`src/hw/rtl/scfp_pkg.sv`:
```
// Shared types and constants of the serial command frame parser.
package scfp_pkg;

  typedef enum logic [4:0] {
    PH_START    = 5'd0,
    PH_LPFX     = 5'd1,
    PH_GPFX     = 5'd2,
    PH_GCMD     = 5'd3,
    PH_OPEN_M   = 5'd4,
    PH_CLOSE_M  = 5'd5,
    PH_POS_M    = 5'd6,
    PH_OPEN_OK  = 5'd7,
    PH_CLOSE_OK = 5'd8,
    PH_PWS      = 5'd9,
    PH_PSIGN    = 5'd10,
    PH_PDIG     = 5'd11,
    PH_PDONE    = 5'd12,
    PH_LWS      = 5'd13,
    PH_LSIGN    = 5'd14,
    PH_LINT     = 5'd15,
    PH_LFRAC    = 5'd16,
    PH_LDONE    = 5'd17,
    PH_FAIL     = 5'd18
  } phase_e;

  typedef enum logic [2:0] {
    CMD_UP     = 3'd0,
    CMD_DOWN   = 3'd1,
    CMD_STOP   = 3'd2,
    CMD_HEIGHT = 3'd3,
    CMD_OPEN   = 3'd4,
    CMD_CLOSE  = 3'd5,
    CMD_POS    = 3'd6
  } cmd_kind_e;

  localparam logic [7:0] ByteUp    = 8'h01;
  localparam logic [7:0] ByteDown  = 8'h02;
  localparam logic [7:0] ByteStop  = 8'h00;
  localparam logic [7:0] ByteStart = 8'h24;
  localparam logic [7:0] ByteEnd   = 8'h23;
  localparam logic [7:0] ByteColon = 8'h3A;
  localparam logic [7:0] BytePlus  = 8'h2B;
  localparam logic [7:0] ByteMinus = 8'h2D;
  localparam logic [7:0] ByteDot   = 8'h2E;
  localparam logic [31:0] HeightMax = 32'h7FFF_FFFF;

  // One classified beat handed from the front part to the back part.
  typedef enum logic [1:0] {
    ACT_DIRECT = 2'd0, // immediate command outside a frame
    ACT_OPEN   = 2'd1, // '$': start or restart a frame
    ACT_CLOSE  = 2'd2, // '#': decode and close
    ACT_BODY   = 2'd3  // body byte
  } action_e;

  typedef struct packed {
    action_e    action;
    logic [7:0] data;
  } work_t;

  typedef struct packed {
    cmd_kind_e   kind;
    logic [31:0] height;
    logic [15:0] pos;
  } result_t;

  function automatic logic [7:0] key_lifter(input logic [2:0] i);
    logic [7:0] c;
    unique case (i)
      3'd0: c = 8'h4C; 3'd1: c = 8'h49; 3'd2: c = 8'h46; 3'd3: c = 8'h54;
      3'd4: c = 8'h45; 3'd5: c = 8'h52; 3'd6: c = 8'h3A;
      default: c = 8'h00;
    endcase
    return c;
  endfunction

  function automatic logic [7:0] key_gripper(input logic [2:0] i);
    logic [7:0] c;
    unique case (i)
      3'd0: c = 8'h47; 3'd1: c = 8'h52; 3'd2: c = 8'h49; 3'd3: c = 8'h50;
      3'd4: c = 8'h50; 3'd5: c = 8'h45; 3'd6: c = 8'h52; 3'd7: c = 8'h3A;
      default: c = 8'h00;
    endcase
    return c;
  endfunction

  // Gripper sub-keyword letters; index 0 is matched in the command phase.
  function automatic logic [7:0] key_sub(input phase_e ph, input logic [2:0] k);
    logic [7:0] c;
    c = 8'h00;
    if (ph == PH_OPEN_M) begin
      unique case (k)
        3'd0: c = 8'h4F; 3'd1: c = 8'h50; 3'd2: c = 8'h45; 3'd3: c = 8'h4E;
        default: c = 8'h00;
      endcase
    end else if (ph == PH_CLOSE_M) begin
      unique case (k)
        3'd0: c = 8'h43; 3'd1: c = 8'h4C; 3'd2: c = 8'h4F; 3'd3: c = 8'h53;
        3'd4: c = 8'h45;
        default: c = 8'h00;
      endcase
    end else begin
      unique case (k)
        3'd0: c = 8'h50; 3'd1: c = 8'h4F; 3'd2: c = 8'h53;
        default: c = 8'h00;
      endcase
    end
    return c;
  endfunction

endpackage

```
`src/hw/rtl/serial_command_frame_parser_unit.sv`:
```
// Top level of the serial command frame parser.
//
// Usage: one received serial byte enters per beat on the s_axis channel
// (tdata = rx_byte). Decoded commands leave on the m_axis channel; tdata
// carries cmd_kind, height_milli and grip_position. Outside a frame the
// bytes 0x01, 0x02 and 0x00 give up, down and stop immediately. A frame
// runs from '$' to '#' and yields at most one command at its '#'.
// A beat that causes a command is registered first in the front-to-back queue,
// then the command is registered in the output register.
// Throughput: one byte per cycle, sustained while m_axis_tready stays high;
// the body matcher's state registers are updated once per byte, and height
// digits take one multiply-by-ten and add per byte.
// Reset clears frame state, the queue and the output valid flag; no result
// is pending afterwards. When the receiver stalls with a command waiting,
// the output register holds and the back part takes no further beats,
// whether they cause a result or not; the two-entry queue absorbs up to
// two more bytes and then s_axis_tready drops until the command leaves.
module serial_command_frame_parser_unit
  import scfp_pkg::*;
#(
  parameter int CMD_BUF_SIZE = 64
) (
  input  logic        clk_i,
  input  logic        rst_ni,
  input  logic        s_axis_tvalid,
  output logic        s_axis_tready,
  input  logic [7:0]  s_axis_tdata,   // [7:0] rx_byte
  output logic        m_axis_tvalid,
  input  logic        m_axis_tready,
  output logic [55:0] m_axis_tdata    // [2:0] cmd_kind, [34:3] height_milli,
                                      // [50:35] grip_position, [55:51] zero
);

  logic    fq_wr_valid, fq_wr_ready, fq_rd_valid, fq_rd_ready;
  work_t   fq_wr_work, fq_rd_work;
  result_t res;

  scfp_front #(.CmdBufSize(CMD_BUF_SIZE)) u_front (
    .clk_i, .rst_ni,
    .in_valid_i (s_axis_tvalid),
    .in_ready_o (s_axis_tready),
    .in_byte_i  (s_axis_tdata),
    .wr_valid_o (fq_wr_valid),
    .wr_ready_i (fq_wr_ready),
    .wr_work_o  (fq_wr_work)
  );

  scfp_fifo u_fifo (
    .clk_i, .rst_ni,
    .wr_valid_i (fq_wr_valid),
    .wr_ready_o (fq_wr_ready),
    .wr_work_i  (fq_wr_work),
    .rd_valid_o (fq_rd_valid),
    .rd_ready_i (fq_rd_ready),
    .rd_work_o  (fq_rd_work)
  );

  scfp_back u_back (
    .clk_i, .rst_ni,
    .rd_valid_i  (fq_rd_valid),
    .rd_ready_o  (fq_rd_ready),
    .rd_work_i   (fq_rd_work),
    .res_valid_o (m_axis_tvalid),
    .res_ready_i (m_axis_tready),
    .res_o       (res)
  );

  assign m_axis_tdata = {5'd0, res.pos, res.height, res.kind};

endmodule

```
`src/hw/rtl/scfp_front.sv`:
```
// Front part: takes received bytes, tracks frame state and classifies each beat.
module scfp_front
  import scfp_pkg::*;
#(
  parameter int CmdBufSize = 64
) (
  input  logic       clk_i,
  input  logic       rst_ni,
  input  logic       in_valid_i,
  output logic       in_ready_o,
  input  logic [7:0] in_byte_i,
  output logic       wr_valid_o,
  input  logic       wr_ready_i,
  output work_t      wr_work_o
);

  localparam int LenW = $clog2(CmdBufSize);

  logic            in_frame_q, in_frame_d;
  logic [LenW-1:0] len_q, len_d;
  logic            fire;

  assign in_ready_o = wr_ready_i;
  assign fire       = in_valid_i && wr_ready_i;

  always_comb begin
    in_frame_d        = in_frame_q;
    len_d             = len_q;
    wr_valid_o        = 1'b0;
    wr_work_o.action  = ACT_BODY;
    wr_work_o.data    = in_byte_i;
    if (!in_frame_q && in_byte_i <= ByteDown) begin
      wr_valid_o       = in_valid_i;
      wr_work_o.action = ACT_DIRECT;
    end else if (in_byte_i == ByteStart) begin
      wr_valid_o       = in_valid_i;
      wr_work_o.action = ACT_OPEN;
      in_frame_d       = 1'b1;
      len_d            = '0;
    end else if (in_frame_q && in_byte_i == ByteEnd) begin
      wr_valid_o       = in_valid_i;
      wr_work_o.action = ACT_CLOSE;
      in_frame_d       = 1'b0;
    end else if (in_frame_q) begin
      if (len_q < LenW'(CmdBufSize - 1)) begin
        wr_valid_o = in_valid_i;
        len_d      = len_q + 1'b1;
      end else begin
        // Overlong body: the frame is dropped without a result.
        in_frame_d = 1'b0;
      end
    end
  end

  always_ff @(posedge clk_i or negedge rst_ni) begin
    if (!rst_ni) begin
      in_frame_q <= 1'b0;
      len_q      <= '0;
    end else if (fire) begin
      in_frame_q <= in_frame_d;
      len_q      <= len_d;
    end
  end

endmodule

```
`src/hw/rtl/scfp_fifo.sv`:
```
// Short queue between the front and back parts.
module scfp_fifo
  import scfp_pkg::*;
(
  input  logic  clk_i,
  input  logic  rst_ni,
  input  logic  wr_valid_i,
  output logic  wr_ready_o,
  input  work_t wr_work_i,
  output logic  rd_valid_o,
  input  logic  rd_ready_i,
  output work_t rd_work_o
);

  work_t      mem_q [2];
  logic       wp_q, rp_q;
  logic [1:0] cnt_q;
  logic       wr, rd;

  assign wr_ready_o = cnt_q != 2'd2;
  assign rd_valid_o = cnt_q != 2'd0;
  assign rd_work_o  = mem_q[rp_q];
  assign wr = wr_valid_i && wr_ready_o;
  assign rd = rd_valid_o && rd_ready_i;

  always_ff @(posedge clk_i) begin
    if (wr) begin
      mem_q[wp_q] <= wr_work_i;
    end
  end

  always_ff @(posedge clk_i or negedge rst_ni) begin
    if (!rst_ni) begin
      wp_q  <= 1'b0;
      rp_q  <= 1'b0;
      cnt_q <= 2'd0;
    end else begin
      if (wr) wp_q <= ~wp_q;
      if (rd) rp_q <= ~rp_q;
      cnt_q <= cnt_q + {1'b0, wr} - {1'b0, rd};
    end
  end

endmodule

```
`src/hw/rtl/scfp_back.sv`:
```
// Back part: matches body text on the fly and issues decoded commands.
module scfp_back
  import scfp_pkg::*;
(
  input  logic    clk_i,
  input  logic    rst_ni,
  input  logic    rd_valid_i,
  output logic    rd_ready_o,
  input  work_t   rd_work_i,
  output logic    res_valid_o,
  input  logic    res_ready_i,
  output result_t res_o
);

  phase_e      ph_q, ph_d;
  logic [3:0]  idx_q, idx_d;       // text position, saturates at 15
  logic        ended_q, ended_d;
  logic        neg_q, neg_d;
  logic [31:0] hacc_q, hacc_d;
  logic [1:0]  frac_q, frac_d;
  logic [15:0] pacc_q, pacc_d;
  logic        pp_q, pp_d;
  logic        res_valid_q;
  result_t     res_q, res_d;
  logic        emit;
  logic        take;

  logic [7:0]  b;
  logic [3:0]  dig;
  logic        is_dig, is_blank;
  logic [2:0]  k;
  logic [2:0]  kwlen;
  logic [35:0] hmul;
  logic [35:0] hsum;
  phase_e      ph_set;   // phase after the text is settled

  assign rd_ready_o  = !res_valid_q || res_ready_i;
  assign take        = rd_valid_i && rd_ready_o;
  assign res_valid_o = res_valid_q;
  assign res_o       = res_q;

  assign b        = rd_work_i.data;
  assign dig      = b[3:0];
  assign is_dig   = b >= 8'h30 && b <= 8'h39;
  assign is_blank = b == 8'h20 || (b >= 8'h09 && b <= 8'h0D);
  assign k        = 3'(idx_q - 4'd8);
  assign kwlen    = (ph_q == PH_OPEN_M) ? 3'd4 : ((ph_q == PH_CLOSE_M) ? 3'd5 : 3'd3);

  always_comb begin
    unique case (ph_q)
      PH_START, PH_LPFX, PH_GPFX, PH_GCMD, PH_POS_M: ph_set = PH_FAIL;
      PH_OPEN_M:  ph_set = (idx_q == 4'd12) ? PH_OPEN_OK : PH_FAIL;
      PH_CLOSE_M: ph_set = (idx_q == 4'd13) ? PH_CLOSE_OK : PH_FAIL;
      default:    ph_set = ph_q;
    endcase
  end

  // Height digit arithmetic: x10 plus digit scaled, or fraction add.
  always_comb begin
    if (ph_q == PH_LFRAC) begin
      hmul = {4'd0, hacc_q};
      unique case (frac_q)
        2'd0:    hsum = hmul + 36'(dig) * 36'd100;
        2'd1:    hsum = hmul + 36'(dig) * 36'd10;
        default: hsum = hmul + 36'(dig);
      endcase
    end else begin
      hmul = {1'b0, hacc_q, 3'b0} + {3'b0, hacc_q, 1'b0};
      hsum = hmul + 36'(dig) * 36'd1000;
    end
  end

  always_comb begin
    ph_d    = ph_q;
    idx_d   = idx_q;
    ended_d = ended_q;
    neg_d   = neg_q;
    hacc_d  = hacc_q;
    frac_d  = frac_q;
    pacc_d  = pacc_q;
    pp_d    = pp_q;
    emit    = 1'b0;
    res_d.kind   = CMD_STOP;
    res_d.height = '0;
    res_d.pos    = '0;
    unique case (rd_work_i.action)
      ACT_DIRECT: begin
        emit = 1'b1;
        res_d.kind = (b == ByteUp) ? CMD_UP : ((b == ByteDown) ? CMD_DOWN : CMD_STOP);
      end
      ACT_OPEN, ACT_CLOSE: begin
        ph_d = PH_START; idx_d = '0; ended_d = 1'b0; neg_d = 1'b0;
        hacc_d = '0; frac_d = '0; pacc_d = '0; pp_d = 1'b0;
        if (rd_work_i.action == ACT_CLOSE) begin
          priority if (ph_set == PH_OPEN_OK) begin
            emit = 1'b1; res_d.kind = CMD_OPEN;
          end else if (ph_set == PH_CLOSE_OK) begin
            emit = 1'b1; res_d.kind = CMD_CLOSE;
          end else if (ph_set >= PH_PWS && ph_set <= PH_PDONE && pp_q) begin
            emit = 1'b1; res_d.kind = CMD_POS;
            res_d.pos = neg_q ? 16'(-pacc_q) : pacc_q;
          end else if (ph_set >= PH_LWS && ph_set <= PH_LDONE) begin
            emit = 1'b1; res_d.kind = CMD_HEIGHT;
            res_d.height = neg_q ? -hacc_q : hacc_q;
          end
        end
      end
      default: begin
        if (idx_q != 4'd15) idx_d = idx_q + 1'b1;
        if (!ended_q) begin
          if (b == ByteStop) begin
            ph_d = ph_set; ended_d = 1'b1;
          end else begin
            unique case (ph_q)
              PH_START: ph_d = (b == 8'h4C) ? PH_LPFX : ((b == 8'h47) ? PH_GPFX : PH_FAIL);
              PH_LPFX:
                if (idx_q < 4'd7 && b == key_lifter(idx_q[2:0]))
                  ph_d = (idx_q == 4'd6) ? PH_LWS : PH_LPFX;
                else ph_d = PH_FAIL;
              PH_GPFX:
                if (idx_q < 4'd8 && b == key_gripper(idx_q[2:0]))
                  ph_d = (idx_q == 4'd7) ? PH_GCMD : PH_GPFX;
                else ph_d = PH_FAIL;
              PH_GCMD:
                ph_d = (b == 8'h4F) ? PH_OPEN_M :
                       ((b == 8'h43) ? PH_CLOSE_M : ((b == 8'h50) ? PH_POS_M : PH_FAIL));
              PH_OPEN_M, PH_CLOSE_M, PH_POS_M: begin
                if (k < kwlen) begin
                  if (b != key_sub(ph_q, k)) ph_d = PH_FAIL;
                end else if (k == kwlen && b == ByteColon) begin
                  if (ph_q == PH_OPEN_M) ph_d = PH_OPEN_OK;
                  else if (ph_q == PH_CLOSE_M) ph_d = PH_CLOSE_OK;
                  else begin pp_d = 1'b1; ph_d = PH_PWS; end
                end else ph_d = PH_FAIL;
              end
              PH_PWS, PH_PSIGN, PH_PDIG: begin
                if (ph_q == PH_PWS && is_blank) begin
                end else if (ph_q == PH_PWS && (b == BytePlus || b == ByteMinus)) begin
                  neg_d = b == ByteMinus; ph_d = PH_PSIGN;
                end else if (is_dig) begin
                  pacc_d = 16'({pacc_q, 3'b0} + {2'b0, pacc_q, 1'b0} + 19'(dig));
                  ph_d = PH_PDIG;
                end else ph_d = PH_PDONE;
              end
              PH_LWS, PH_LSIGN, PH_LINT: begin
                if (ph_q == PH_LWS && is_blank) begin
                end else if (ph_q == PH_LWS && (b == BytePlus || b == ByteMinus)) begin
                  neg_d = b == ByteMinus; ph_d = PH_LSIGN;
                end else if (is_dig) begin
                  hacc_d = (hsum > 36'(HeightMax)) ? HeightMax : hsum[31:0];
                  ph_d = PH_LINT;
                end else if (b == ByteDot) ph_d = PH_LFRAC;
                else ph_d = PH_LDONE;
              end
              PH_LFRAC: begin
                if (is_dig) begin
                  if (frac_q != 2'd3) begin
                    hacc_d = (hsum > 36'(HeightMax)) ? HeightMax : hsum[31:0];
                    frac_d = frac_q + 1'b1;
                  end
                end else ph_d = PH_LDONE;
              end
              PH_OPEN_OK, PH_CLOSE_OK, PH_PDONE, PH_LDONE, PH_FAIL: ;
              default: ph_d = PH_FAIL;
            endcase
          end
        end
      end
    endcase
  end

  always_ff @(posedge clk_i or negedge rst_ni) begin
    if (!rst_ni) begin
      ph_q <= PH_START; idx_q <= '0; ended_q <= 1'b0; neg_q <= 1'b0;
      hacc_q <= '0; frac_q <= '0; pacc_q <= '0; pp_q <= 1'b0;
      res_valid_q <= 1'b0;
    end else begin
      if (take) begin
        ph_q <= ph_d; idx_q <= idx_d; ended_q <= ended_d; neg_q <= neg_d;
        hacc_q <= hacc_d; frac_q <= frac_d; pacc_q <= pacc_d; pp_q <= pp_d;
      end
      if (take) res_valid_q <= emit;
      else if (res_ready_i) res_valid_q <= 1'b0;
    end
  end

  always_ff @(posedge clk_i) begin
    if (take && emit) res_q <= res_d;
  end

endmodule

```
`config.mk`:
```
export PLATFORM = sky130hd
export DESIGN_NAME = serial_command_frame_parser_unit
export DESIGN_NICKNAME = d
export VERILOG_FILES = /design/src/hw/rtl/scfp_pkg.sv /design/src/hw/rtl/serial_command_frame_parser_unit.sv /design/src/hw/rtl/scfp_front.sv /design/src/hw/rtl/scfp_fifo.sv /design/src/hw/rtl/scfp_back.sv
export SDC_FILE = /design/constraint.sdc
export NUM_CORES = 1
export LEC_CHECK = 0
export ABC_AREA = 1
export BUFFER_PORTS_ARGS = -buffer_cell sky130_fd_sc_hd__buf_4
export CAP_MARGIN = 10
export CORE_UTILIZATION = 41
export DETAILED_ROUTE_END_ITERATION = 8
export PLACE_DENSITY = 0.7
export SYNTH_ARGS = -nofsm -noshare
export SYNTH_HDL_FRONTEND = slang
export SYNTH_SLANG_ARGS = --single-unit
```
`constraint.sdc`:
```
create_clock -name clk_i -period 6.25 [get_ports clk_i]
set_input_delay 1.5625 -clock clk_i [delete_from_list [all_inputs] [get_ports clk_i]]
set_output_delay 1.5625 -clock clk_i [all_outputs]
set_load 0.005 [all_outputs]
```
==> flow_summary.yaml, run 1 <==
floorplanning:
  start_util_pct: 41.5
  die_y_um: 205
  fp.dieW_um: 205
  core_mm2: 0.0408
  rows: 74
  io_pins: 70
  dieArea_mm2: 0.0422
logic_synthesis:
  ys_ff_latch: 145
  synth_ff_type: "dfrtp_1"
  synth_cells: 2605
  synth-edff-count: 71
  ys_seq_area_share_pct: 23.5
  async_flop_share_pct: 51.0
  yosysWarnings: 0
  ys_types: 60
  syn_area_per_cell_um2: 6.51
  netlist_area_mm2: 0.0170
route:
  post_drt_wl_per_cell_um: 17.2
  wl_um: 54600
  via_count: 17359
  postRouteAntennaNets: 0
  first_iter_violations: 1508
  first_pass_iters: 6
  drc: 0
  vias_per_cell: 5.46
clock_tree:
  clock_latency_ns: 0.48
  path_clk_slew_ns: 0.07
  clockBufferDepth: 2
  clock_sinks: 145
  cts_hold_buf: 0
  htreeDepth: 4
  clockRootBuffer: "clkbuf_16"
  cts_tree: "built"
  cts_made_buffers: 17
global_routing:
  grt-ovfl-total: 0
  grt_start_max_net_pins: 61
  grt_pass1_wl_um: 85900
  antenna_found_initial: 0
  grt_pass1_vias: 16361
  grt.total_usage_pct: 25.9
worst_setup_path:
  slowest_stage: "fa_2"
  crit_top_cell: "nand2_1"
  setup.worst_path.end_class: "flip-flop"
  cp_max_fo: 8
  crit_arrival_ns: 6.29
  critPathKind: "flip-flop to flip-flop"
  reg2regPathDepth: 32
  cp.required_ns: 6.59
  reg2reg_to: "u_back.hacc_q[23]"
  reg2reg_from: "u_fifo.rp_q"
  slowest_delay_ns: 0.63
  ff2ff_setup_slack_ns: 0.30
  start_kind: "flip-flop"
timing:
  slew_headroom_pct: 26.6
  final-setup-viol-count: 0
  max_slew.worst_pin.slew_ns: 1.10
  finalHoldViolCount: 0
  fin_crit_ns: 5.95
  period_share_pct: 95.1
  clock_skew_ns: 0.0293
  fmax_mhz: 168
  finalMaxSlewViolations: 0
min_path:
  min_path_type: "flip-flop to flip-flop"
  hold_end: "u_back.pacc_q[15]"
  min_from: "u_back.pacc_q[15]"
  whs_path_depth: 2
cells_and_area:
  drive_above_1_share_pct: 7.97
  fin_nets: 2822
  utilization_pct: 45.4
  syn_to_final_growth_pct: 9.42
  antenna_cells: 0
flow_run:
  drv_cap: 0
placement:
  dpl.hpwl_um: 41800
  gp_congestion: 1.01
  port_buffers: 64
run_status:
  status: "finished clean"
critical path: cells and delay by family (launching register included):
family | cells | cell delay, ns
simple gates | 15 | 1.59
compound gates | 6 | 0.90
fa+ha+maj | 5 | 2.15
xor+xnor | 1 | 0.11
flops | 1 | 0.49
buf+inv | 5 | 0.54
metrics by stage:
step | hold WS (ns) | TNS (ns) | cells | worst slack [ns] | area (µm²)
detailed placement | 0.497 | 0 | 3144 | 0.0251 | 17800
CTS | 0.515 | 0 | 3176 | 0.00763 | 18400
global route | 0.554 | -0.301 | 3180 | -0.0318 | 18600
global placement | 0.496 | 0 | 3144 | 0.262 | 17800
finish | 0.511 | 0 | 3180 | 0.303 | 18600
floorplan | 0.472 | 0 | 2609 | 0.177 | 17000
repair_timing:
action | in CTS | in global routing
resized for setup | 0 | 24
endpoints found under the hold margin | 0 | 0
buffers inserted | 0 | 1
setup endpoints to repair | 0 | 31
worst max path at each step:
stage	depth (start not counted)	from	end	slack, ns
3_3_place_gp	31	u_fifo.rp_q	u_back.hacc_q[1]	0.26
2_1_floorplan	32	u_fifo.rp_q	u_back.hacc_q[8]	0.18
3_5_place_dp	31	u_fifo.rp_q	u_back.hacc_q[0]	0.03
4_1_cts	31	u_fifo.rp_q	u_back.hacc_q[23]	0.008
6_report	32	u_fifo.rp_q	u_back.hacc_q[23]	0.30
5_1_grt	33	u_fifo.rp_q	u_back.hacc_q[28]	-0.03
final cells by class:
type,instances,area [µm²]
clock inverters,15,165
multi-input cells,2037,11300
well taps,532,666
clock buffers,17,425
repair buffers,88,716
inverters,346,1310
flip-flops and latches,145,3990
fillers,4207,22300
logic make-up (layout without fill, tap and decap cells):
kind of cell | after synthesis | in the layout | share of synthesized area (%)
compound gates | 282 | 282 | 9.48
mux | 1 | 1 | 0.0590
fa+ha+maj | 175 | 175 | 14.1
other cells | 1 | 5 | 0.0221
xor+xnor | 84 | 84 | 4.34
buf+inv | 427 | 466 | 10.5
simple gates | 1490 | 1490 | 38.0
flops | 145 | 145 | 23.5
placed cells by master, fill, tap and decap left out, types with 42 or more instances in the layout:
master	instances
nand4_1	42
a21oi_1	110
nor2_1	254
dfrtp_1	73
xor2_1	64
nand3_1	285
edfxtp_1	71
ha_1	147
inv_1	330
buf_4	83
o21ai_0	93
nand2_1	783
registers in the layout (all words and copies together) (netlist names), 2 cells and up:
signal,flops
u_front.len_q,6
u_back.res_o,51
u_back.ph_q,5
u_fifo.mem_q,20
u_fifo.cnt_q,2
u_back.frac_q,2
u_back.pacc_q,16
u_back.idx_q,4
u_back.hacc_q,32
per-layer routing:
layer | vias to the layer above | wire length, µm | global-route usage [%] | part of all wire [%]
met5 | - | 0 | 0 | 0
met4 | 0 | 2480 | 12.2 | 4.5
met3 | 136 | 3180 | 3.47 | 5.8
met2 | 650 | 26200 | 44.5 | 48
met1 | 8039 | 22800 | 31.8 | 42
li1 | 8534 | - | - | -
cells in the mapped netlist (5+ instances only):
master	number	share of area (%)
nand2_1	787	17
inv_1	331	7.3
nand3_1	286	8.4
nor2_1	257	5.7
ha_1	149	11
a21oi_1	112	3.3
o21ai_0	94	2.8
dfrtp_1	74	11
edfxtp_1	71	13
xor2_1	65	3.4
nand4_1	42	1.5
nor3_1	41	1.2
buf_2	30	0.89
fa_1	26	3.1
buf_4	20	0.89
clkbuf_1	20	0.44
xnor2_1	19	0.98
o22ai_1	12	0.44
or2_2	12	0.44
inv_2	10	0.22
nand2_2	10	0.37
o211ai_1	10	0.44
nor2_2	9	0.33
o21ai_1	9	0.27
a31oi_1	8	0.30
buf_6	8	0.53
nand3b_1	8	0.35
nor4_1	7	0.26
o31ai_1	7	0.31
nor3_2	6	0.35
a21o_1	5	0.22
nand2_4	5	0.33
nor2_4	5	0.33
o21a_1	5	0.22
Power of run 1 is not shown: default switching activity piles up to over one toggle a cycle in this logic, so the estimate is an artifact.
==> inputs of run 2 (changes only) <==
--- a/config.mk
+++ b/config.mk
@@ -6,10 +6,11 @@
 export NUM_CORES = 1
 export LEC_CHECK = 0
 export ABC_AREA = 1
-export BUFFER_PORTS_ARGS = -buffer_cell sky130_fd_sc_hd__buf_4
+export BUFFER_PORTS_ARGS = -buffer_cell sky130_fd_sc_hd__buf_2
 export CAP_MARGIN = 10
 export CORE_UTILIZATION = 41
 export DETAILED_ROUTE_END_ITERATION = 8
+export HOLD_SLACK_MARGIN = 0.06
 export PLACE_DENSITY = 0.7
 export SYNTH_ARGS = -nofsm -noshare
 export SYNTH_HDL_FRONTEND = slang
==> run 2 against run 1 <==
Effect of this change: die area did not move; critical endpoint is now u_back.hacc_q[26]; sequential share of layout area rose by 0.16 points; setup slack got worse by 0.0029 ns.
==> flow_summary.yaml, run 2 (synthesized netlist as in run 1, its figures left out) <==
worst_setup_path:
  critical_path.endpoint: "u_back.hacc_q[26]"
  reg2regPathDepth: 33
  crit_arrival_ns: 6.29
  critPathLaunch: "u_fifo.rp_q"
  cp_max_fo: 8
  start_kind: "flip-flop"
  setup.worst_path.end_class: "flip-flop"
  ff2ff_setup_slack_ns: 0.30
  slowest_stage: "fa_2"
  reg2reg_from: "u_fifo.rp_q"
  reg2reg_to: "u_back.hacc_q[26]"
  crit_top_cell: "nand2_1"
  cp.required_ns: 6.59
  critPathKind: "flip-flop to flip-flop"
  slowest_delay_ns: 0.61
cells_and_area:
  syn_to_final_growth_pct: 8.63
  fin_area_mm2: 0.0184
  final_cell_mix: "nand2_1, inv_1, nand3_1"
  drive_above_1_share_pct: 7.97
  n_fill_cell: 4193
  fin_cells: 3181
  antenna_cells: 0
  largest_reg_flops: 51
  final_common_cell: "nand2_1"
  fin_nets: 2823
clock_tree:
  cts_tree: "built"
  clockBufferDepth: 2
  clockRootBuffer: "clkbuf_16"
  path_clk_slew_ns: 0.08
  clock_latency_ns: 0.47
  clock_sinks: 145
  cts_hold_buf: 0
  cts_made_buffers: 17
  htreeDepth: 4
floorplanning:
  fp.dieW_um: 205
  die_y_um: 205
  dieArea_mm2: 0.0422
  rows: 74
  start_util_pct: 41.5
  core_mm2: 0.0408
  io_pins: 70
timing:
  max_slew.worst_pin.slew_ns: 0.898
  fin_crit_ns: 5.95
  fmax_mhz: 168
  period_share_pct: 95.2
  slew_headroom_pct: 40.1
  clock_skew_ns: 0.0270
  finalHoldViolCount: 0
  final-setup-viol-count: 0
  finalMaxSlewViolations: 0
  hold-worst-slack_ns: 0.518
placement:
  post-place-cells: 3145
  port_buffers: 64
  dpl.hpwl_um: 41800
  gp_congestion: 0.989
  placed_cell_area_mm2: 0.0176
route:
  first_iter_violations: 1554
  via_count: 17370
  postRouteAntennaNets: 0
  first_pass_iters: 6
  vias_per_cell: 5.46
  drc: 0
  wl_um: 54100
  post_drt_wl_per_cell_um: 17.0
global_routing:
  grt.total_usage_pct: 25.5
  grt-ovfl-total: 0
  antenna_found_initial: 0
  grt_pass1_vias: 16361
  grt_pass1_wl_um: 84800
  grt_start_max_net_pins: 65
run_status:
  status: "finished clean"
min_path:
  min_path_type: "flip-flop to flip-flop"
flow_run:
  drv_cap: 0
-- run 2: timing repair --
item                                    in CTS  in global routing
gates resized for setup                      1                 21
cloned                                       0                  3
pin swaps                                    0                  6
setup buffers                                0                  1
endpoints found under the setup margin       7                 31
-- run 2: final cells by class --
| class | count | area, µm² | share of cell area [%] |
|---|---|---|---|
| clock buffers | 17 | 425 | 2.31 |
| clock inverters | 15 | 189 | 1.03 |
| inverters | 346 | 1310 | 7.12 |
| multi-input cells | 2037 | 11300 | 61.2 |
| flip-flops and latches | 145 | 3990 | 21.6 |
| well taps | 532 | 666 | 3.61 |
| repair buffers | 89 | 566 | 3.07 |
-- run 2: worst min-delay path by stage --
| stage | start | endpoint | cells past startpoint |
|---|---|---|---|
| 2_1_floorplan | u_back.pacc_q[15] | u_back.pacc_q[15] | 2 |
| 3_3_place_gp | u_back.pacc_q[15] | u_back.pacc_q[15] | 2 |
| 3_5_place_dp | u_back.ended_q | u_back.ended_q | 2 |
| 4_1_cts | u_back.ended_q | u_back.ended_q | 2 |
| 5_1_grt | u_back.ended_q | u_back.ended_q | 2 |
| 6_report | u_back.ended_q | u_back.ended_q | 2 |
-- run 2: critical path: cells and delay by family (launching register included) --
kind                     cells  cell delay, ns
adder cells (fa/ha/maj)      5            2.17
AND/OR/NAND/NOR             15            1.52
AO/OA/AOI/OAI                6            0.88
buffers and inverters        6            0.71
flip-flops                   1            0.45
XOR/XNOR                     1            0.11
-- run 2: routing by layer --
layer  vias to the layer above  GRT usage (%)  wire length [µm]
li1                       8539              -                 -
met1                      8033           31.4             22800
met2                       655           43.7             25600
met3                       143           3.34              3280
met4                         0           12.3              2340
met5                         -              0                 0
-- run 2: stage by stage --
step           TNS, ns  utilization [%]  worst slack (ns)
3_5_place_dp         0             43.2           0.00345
4_1_cts              0             44.7            0.0581
2_1_floorplan        0                -             0.177
5_1_grt         -0.490             45.1           -0.0321
3_3_place_gp         0             43.2             0.246
6_report             0             45.1             0.300
Power of run 2 is left out for the same reason.
==> inputs of run 3 (changes only) <==
--- a/config.mk
+++ b/config.mk
@@ -8,10 +8,12 @@
 export ABC_AREA = 1
 export BUFFER_PORTS_ARGS = -buffer_cell sky130_fd_sc_hd__buf_2
 export CAP_MARGIN = 10
+export CORE_MARGIN = 2
 export CORE_UTILIZATION = 41
+export CTS_BUF_LIST = sky130_fd_sc_hd__clkbuf_8
 export DETAILED_ROUTE_END_ITERATION = 8
 export HOLD_SLACK_MARGIN = 0.06
-export PLACE_DENSITY = 0.7
+export PLACE_DENSITY = 0.68
 export SYNTH_ARGS = -nofsm -noshare
 export SYNTH_HDL_FRONTEND = slang
 export SYNTH_SLANG_ARGS = --single-unit
==> constraint.sdc (replaced) <==
create_clock -name clk_i -period 5.5 [get_ports clk_i]
set_input_delay 1.375 -clock clk_i [delete_from_list [all_inputs] [get_ports clk_i]]
set_output_delay 1.375 -clock clk_i [all_outputs]
set_load 0.005 [all_outputs]
==> run 3 against run 2 <==
Effect of this change: the run now ends with negative setup slack left; core utilization increased by 0.16 points; critical endpoint is now u_back.hacc_q[30]; die area increased by 2.0%; register-to-register slack got worse by 0.38 ns; cell area increased by 0.35%; global-route usage increased by 0.63 points; first-iteration DRC count decreased by 0.58%; setup slack got worse by 0.38 ns; sequential cell count unchanged; count of clock-buffer cells in the layout unchanged.
==> flow_summary.yaml, run 3 (synthesized netlist as in run 1, its figures left out) <==
timing:
  slew_headroom_pct: 23.7
  fin_ws_ns: -0.0759
  fin_crit_ns: 5.58
  fmax_mhz: 179
  finalHoldViolCount: 0
  grt_setup_unrepaired: "yes"
  clock_skew_ns: 0.0277
  final-setup-viol-count: 31
  period_share_pct: 101
  finalMaxSlewViolations: 0
  max_slew.worst_pin.slew_ns: 1.15
worst_setup_path:
  slowest_delay_ns: 0.56
  critPathKind: "flip-flop to flip-flop"
  crit_top_cell: "nand2_1"
  cp.required_ns: 5.92
  cp_max_fo: 8
  slowest_stage: "fa_1"
  start_kind: "flip-flop"
  setup.worst_path.end_class: "flip-flop"
  crit_arrival_ns: 6.00
cells_and_area:
  largest_reg_flops: 51
  n_fill_cell: 4249
  utilization_pct: 45.3
  final_cell_mix: "nand2_1, inv_1, nand3_1"
  fin_cells: 3203
  final_common_cell: "nand2_1"
  antenna_cells: 0
  fin_nets: 2845
  drive_above_1_share_pct: 9.62
  syn_to_final_growth_pct: 9.01
clock_tree:
  clock_latency_ns: 0.55
  clock_sinks: 145
  cts_hold_buf: 0
  clockBufferDepth: 2
  clockRootBuffer: "clkbuf_8"
  htreeDepth: 4
  cts_tree: "built"
  cts_made_buffers: 17
  path_clk_slew_ns: 0.10
floorplanning:
  die_y_um: 207
  io_pins: 70
  fp.dieW_um: 207
  start_util_pct: 41.5
  core_mm2: 0.0408
  rows: 74
  dieArea_mm2: 0.0430
global_routing:
  grt_pass1_vias: 16820
  antenna_found_initial: 0
  grt_start_max_net_pins: 52
  grt.total_usage_pct: 26.1
  grt-ovfl-total: 0
  grt_pass1_wl_um: 90000
route:
  drc: 0
  vias_per_cell: 5.45
  postRouteAntennaNets: 0
  post_drt_wl_per_cell_um: 17.8
  first_pass_iters: 6
  via_count: 17459
  wl_um: 56900
  first_iter_violations: 1545
flow_run:
  drv_cap: 0
placement:
  port_buffers: 64
  post-place-cells: 3163
  post-place-ws_ns: -0.0943
  dpl.hpwl_um: 44400
  gp_congestion: 0.958
run_status:
  status: "complete, but fails checks"
  failed_checks: "negative setup slack"
min_path:
  min_path_type: "flip-flop to flip-flop"
==> run 3: cell count changes in the layout (fill, tap and decap cells not counted), moves of 5 or more <==
| cell | before | now |
|---|---|---|
| nand2_1 | 784 | 777 |
| nand2_2 | 13 | 19 |
| clkbuf_8 | 0 | 17 |
| a21oi_1 | 109 | 104 |
| buf_4 | 21 | 42 |
| clkbuf_16 | 19 | 2 |
==> run 3: what timing repair did <==
action	in CTS	in global routing
setup endpoints to repair	31	31
resized for setup	2	30
gates cloned	0	3
setup buffers	0	5
endpoints found under the hold margin	0	0
pin swaps	0	23
==> run 3: critical path: cells and delay by family (launching register included) <==
kind | cells | cell delay, ns
buffers and inverters | 6 | 0.57
adders and majority gates | 5 | 2.12
DFF | 1 | 0.50
and+or+nand+nor | 15 | 1.25
AOI/OAI and AO/OA | 6 | 0.91
xor gates and xnor gates | 1 | 0.10
==> run 3: final timing paths <==
path	startpoint	to	slack [ns]	cells past startpoint
worst min register to register	u_back.pacc_q[15]	u_back.pacc_q[15]	0.52	2
worst max-delay path	u_fifo.rp_q	u_back.hacc_q[30]	-0.08	33
worst max register to register	u_fifo.rp_q	u_back.hacc_q[30]	-0.08	33
worst min-delay path	u_back.pacc_q[15]	u_back.pacc_q[15]	0.52	2
max in group asynchronous	rst_ni	u_fifo.rp_q	3.70	2
min in group asynchronous	rst_ni	u_back.hacc_q[25]	0.85	1
==> run 3: area by class of cell <==
type | count | area [µm²] | area share [%]
inverters | 346 | 1320 | 7.11
repair buffers | 111 | 752 | 4.07
clock buffers | 17 | 234 | 1.27
clock inverters | 15 | 148 | 0.799
multi-input cells | 2037 | 11400 | 61.6
flip-flops and latches | 145 | 3990 | 21.6
well taps | 532 | 666 | 3.60
==> run 3: per-layer routing <==
layer	up-vias	wire (µm)	track usage (%)
met5	-	0	0
met2	628	27100	44.8
li1	8556	-	-
met3	128	3350	3.25
met4	0	2260	10.7
met1	8147	24200	33.2
==> run 3: per-stage QoR <==
step | setup TNS (ns) | hold WS (ns) | cell area [µm²]
detailed placement | -2.62 | 0.502 | 17900
global placement | 0 | 0.496 | 17900
floorplan | -6.60 | 0.472 | 17100
global route | -9.44 | 0.558 | 18500
CTS | -0.0855 | 0.527 | 18300
finish | -1.22 | 0.524 | 18500
Power of run 3 is left out for the same reason.
